`config.mk`:
```
export PLATFORM = sky130hd
export DESIGN_NAME = kvft_cell
export DESIGN_NICKNAME = d
export VERILOG_FILES = /design/src/hdl/kvft_pkg.sv /design/src/hdl/kvft_cell.sv
export SDC_FILE = /design/constraint.sdc
export NUM_CORES = 1
export LEC_CHECK = 0
export BUFFER_PORTS_ARGS = -buffer_cell sky130_fd_sc_hd__clkbuf_2
export CORE_UTILIZATION = 50
export DETAILED_ROUTE_END_ITERATION = 6
export GPL_TIMING_DRIVEN = 1
export PLACE_DENSITY = 0.68
export SYNTH_ARGS = -nofsm -noshare
export SYNTH_HDL_FRONTEND = slang
export SYNTH_SLANG_ARGS = --single-unit
```
`constraint.sdc`:
```
create_clock -name aclk -period 7.1 [get_ports aclk]
set_clock_uncertainty 0.05 [all_clocks]
set_input_delay 1.065 -clock aclk [delete_from_list [all_inputs] [get_ports aclk]]
set_output_delay 1.065 -clock aclk [all_outputs]
set_load 0.1 [all_outputs]
```
`src/hdl/kvft_pkg.sv`:
```
// ----------------------------------------------------------------------------
// kvft_pkg
// Types and constants shared by the keyed visit flag table and its cells.
// ----------------------------------------------------------------------------
package kvft_pkg;

    localparam int KEY_W      = 24;
    localparam int SLOT_W     = 6;
    localparam int SLOT_IDX_W = 8;   // wide enough for the largest table
    localparam int FLAG_IDX_W = 9;   // wide enough for the largest bitmap

    localparam logic [KEY_W-1:0] EMPTY_KEY = 24'hff_ffff;

    localparam logic KIND_MARK  = 1'b0;
    localparam logic KIND_QUERY = 1'b1;

    typedef struct packed {
        logic       kind;
        logic [7:0] key_x;
        logic [7:0] key_y;
        logic [7:0] key_z;
        logic [7:0] bit_index;
    } kvft_in_t;

    typedef struct packed {
        logic              flag_set;
        logic              key_found;
        logic              table_full;
        logic [SLOT_W-1:0] slot;
    } kvft_out_t;

    // Request broadcast to every cell while an item is in flight.
    typedef struct packed {
        logic                  kind;
        logic [KEY_W-1:0]      key;
        logic                  bit_ok;
        logic [FLAG_IDX_W-1:0] bit_idx;
    } kvft_req_t;

    // Priority chain handed from cell to cell, lowest slot first.
    typedef struct packed {
        logic                  hit;
        logic                  empty;
        logic [SLOT_IDX_W-1:0] hit_slot;
        logic                  hit_flag;
        logic [SLOT_IDX_W-1:0] empty_slot;
    } kvft_chain_t;

endpackage

```
`src/hdl/kvft_cell.sv`:
```
// ----------------------------------------------------------------------------
// kvft_cell
// One table slot: key, flag bitmap, registered compare and chain stage.
// ----------------------------------------------------------------------------
module kvft_cell import kvft_pkg::*; #(
    parameter int IDX       = 0,
    parameter int FLAG_BITS = 256
) (
    input  logic        aclk,
    input  logic        aresetn,
    input  kvft_req_t   req,
    input  logic        cmp_en,
    input  logic        upd_en,
    input  logic        any_hit,
    input  kvft_chain_t chain_in,
    output kvft_chain_t chain_out
);

    localparam int BW = $clog2(FLAG_BITS);

    logic [KEY_W-1:0]     key_reg;
    logic [FLAG_BITS-1:0] flags_reg;
    logic                 match_reg;
    logic                 empty_reg;

    logic          sel_hit;
    logic          sel_empty;
    logic          target;
    logic          flag_bit;
    logic [BW-1:0] idx;

    assign idx       = req.bit_idx[BW-1:0];
    assign sel_hit   = match_reg & ~chain_in.hit;
    assign sel_empty = empty_reg & ~chain_in.empty;
    assign target    = any_hit ? sel_hit : sel_empty;
    assign flag_bit  = req.bit_ok & flags_reg[idx];

    always_comb begin
        chain_out.hit        = chain_in.hit | match_reg;
        chain_out.empty      = chain_in.empty | empty_reg;
        chain_out.hit_slot   = chain_in.hit_slot |
                               (sel_hit ? SLOT_IDX_W'(IDX) : '0);
        chain_out.hit_flag   = chain_in.hit_flag | (sel_hit & flag_bit);
        chain_out.empty_slot = chain_in.empty_slot |
                               (sel_empty ? SLOT_IDX_W'(IDX) : '0);
    end

    always_ff @(posedge aclk) begin
        if (!aresetn) begin
            key_reg   <= EMPTY_KEY;
            flags_reg <= '0;
            match_reg <= 1'b0;
            empty_reg <= 1'b0;
        end else begin
            if (cmp_en) begin
                match_reg <= (key_reg == req.key);
                empty_reg <= (key_reg == EMPTY_KEY);
            end
            if (upd_en && req.kind == KIND_MARK && target) begin
                // claim: write the key only when no slot already matched
                if (!any_hit) begin
                    key_reg <= req.key;
                end
                if (req.bit_ok) begin
                    flags_reg[idx] <= 1'b1;
                end
            end
        end
    end

endmodule

```
==> impl_metrics.yaml <==
die:
  core_mm2: 0.0242
  dieArea_mm2: 0.0253
  rows: 57
  ios: 78
  dieWidth_um: 159
  die-height_um: 159
  initial_core_util: 0.509
synthesis:
  synthArstFlopShare: 0
  syn-cell-area_mm2: 0.0123
  syn_nets: 1354
  netlist_instances: 1295
  synth_cell_type_count: 57
  ys_ff_latch: 282
  yosys_warnings: 0
  synth.avg_cell_area_um2: 9.53
  synth_edf_count: 0
  synth_ff_type: "dfxtp_1"
  ys_seq_area_frac: 0.457
sta:
  setup_viol: 0
  hold_ws_ns: 0.410
  fin_crit_sh: 0.737
  min_period_ns: 5.23
  tns_ns: 0
  slew_viol_final: 0
  finalWorstSetupSlack_ns: 1.87
  hold_viol: 0
  rsz0062_at_grt: "false"
  slew_headroom: 0.264
  tightest_slew_ns: 1.10
  max_freq_mhz: 191
global_route:
  grt_pass1_vias: 9097
  grt_antenna_before_repair: 0
  overflow: 0
  grt_pass1_wl_um: 49800
  grt_max_degree: 137
  grt_use_total: 0.247
power_and_ir_drop:
  clkPwrFrac: 0.463
  ir_drop_mv: 0.201
  switching_power_w: 0.000749
  pwr-share-seq: 0.481
  p_leak_nw: 4.75
  p_int_w: 0.00255
  combPwrFrac: 0.056
  power_density_mw_per_mm2: 246
  switching_share: 0.227
cts:
  clockBufferDepth: 3
  htree_levels: 1
  cts_tree: "yes"
  clk_pin_slew_ns: 0.05
  insertion_delay_ns: 0.55
  cts_buffers: 30
  postCtsSetupBuffers: 0
  postCtsHoldBufs: 0
  cts_sinks: 282
  root_buffer: "clkbuf_16"
  post_cts_resized: 0
final_layout:
  syn_to_final_growth_pct: 8.86
  antenna_cells: 0
  final_area_mm2: 0.0134
  final_cell_mix: "dfxtp_1, nor2_1, o21a_1, nor2b_1, a21oi_1"
  layout-drive-gt1-share: 0.126
  largest_reg_flops: 256
  fin_nets: 1324
  post-route-util: 0.554
  layout_commonest_cell: "dfxtp_1"
setup_path:
  critPathSlowestCell: "mux4_2"
  crit_chain: "buf_4 > buf_4 > mux4_2 > a22oi_1 > a21oi_1 > o21a_1 > a211o_1 > a21oi_1 > o21bai_1 > clkbuf_2"
  rr_startpoint: "empty_reg"
  required_ns: 5.98
  critPathMaxFanout: 41
  startpoint_type: "primary input"
  crit_type: "in -> out"
  max_stage_delay_ns: 0.58
  r2r_slack_ns: 4.05
  rr_worst_depth: 6
  crit_path_end_kind: "output port"
  r2r_end: "flags_reg[183]"
  cp.arrival_ns: 4.12
hold_path:
  hold_path.startpoint: "flags_reg[54]"
  hold-path-endpoint: "flags_reg[54]"
  min_path_type: "reg -> reg"
  holdPathStages: 1
detailed_routing:
  drcViolationCount: 0
  wire_per_inst_um: 19.3
  drt_first_pass_iters: 5
  via_count: 9283
  routed_wl_um: 31100
  detail_route.iter0.violations: 615
  ant_nets: 0
  avgViaCountPerCell: 5.77
place:
  routabilityCongestion: 0.781
  pre_cts_ws_ns: 1.87
  post-dp-hpwl_um: 19100
  placed_cell_area_mm2: 0.0125
  io_buffers: 44
run_status:
  status: "finished, final reports clean"
run:
  maxCapViolCount: 0
kinds of logic after synthesis:
logic type / Yosys count / synth area share
AOI/OAI and AO/OA: 313 / 0.174
xor gates and xnor gates: 24 / 0.0170
buffers and inverters: 117 / 0.0494
DFF: 282 / 0.457
muxes: 81 / 0.121
and+or+nand+nor: 478 / 0.181
cells in the mapped netlist (5+ instances only):
cell	instances	area share
dfxtp_1	282	0.46
nor2_1	204	0.062
o21a_1	179	0.11
nor2b_1	99	0.050
a21oi_1	84	0.034
nand2_1	79	0.024
clkbuf_1	70	0.021
mux4_2	54	0.099
nand3_1	41	0.017
buf_4	23	0.014
mux2i_1	21	0.017
buf_2	15	0.0061
xor2_1	15	0.011
nor3_1	12	0.0049
nand2b_1	11	0.0056
nand4_1	10	0.0051
xnor2_1	9	0.0064
a31oi_1	8	0.0041
a22oi_1	6	0.0036
mux2_2	6	0.0055
nor4_1	6	0.0030
buf_6	5	0.0046
worst max-delay path, delay by kind of cell:
family / cells / cell delay, ns
AO/OA/AOI/OAI: 6 / 1.09
buffers and inverters: 3 / 1.36
multiplexers: 1 / 0.58
cell type report:
type | instances | area [um2]
clock buffers | 48 | 910
clock inverters | 5 | 52.6
fillers | 2177 | 10800
inverters | 1 | 3.75
multi-input cells | 896 | 6090
flip-flops and latches | 282 | 5650
well taps | 324 | 405
repair buffers | 54 | 332
power by group through the flow:
stage	clock (W)	sequential, W	combinational (W)
after CTS	0.00155	0.00159	0.000184
after global routing	0.00162	0.00159	0.000197
after floorplan	0	0.00162	0.000178
after detailed placement	0	0.00162	0.000183
after global placement	0	0.00162	0.000183
final	0.00153	0.00159	0.000184
how the worst max path moves through the flow:
stage          depth (start not counted)      endpoint  slack [ns]    from
2_1_floorplan                         10  chain_out[8]        2.11  req[1]
3_3_place_gp                          10  chain_out[8]        1.89  req[0]
3_5_place_dp                          10  chain_out[8]        1.87  req[0]
4_1_cts                               10  chain_out[8]        1.86  req[0]
5_1_grt                               10  chain_out[8]        1.72  req[0]
6_report                              10  chain_out[8]        1.87  req[0]
metal layers:
metal / track usage / vias to the layer above / part of all wire / routed length (um)
met5: 0 / - / 0 / 0
li1: - / 4433 / - / -
met1: 0.329 / 4556 / 0.45 / 14000
met3: 0.0333 / 58 / 0.054 / 1680
met4: 0.0804 / 0 / 0.027 / 854
met2: 0.415 / 236 / 0.47 / 14500
through the flow:
step,instances,power (W)
global route,1610,0.00340
global placement,1557,0.00181
finish,1610,0.00330
floorplan,1295,0.00180
detailed placement,1557,0.00181
CTS,1610,0.00332
Note: power is estimated with default switching activity, not from simulation.
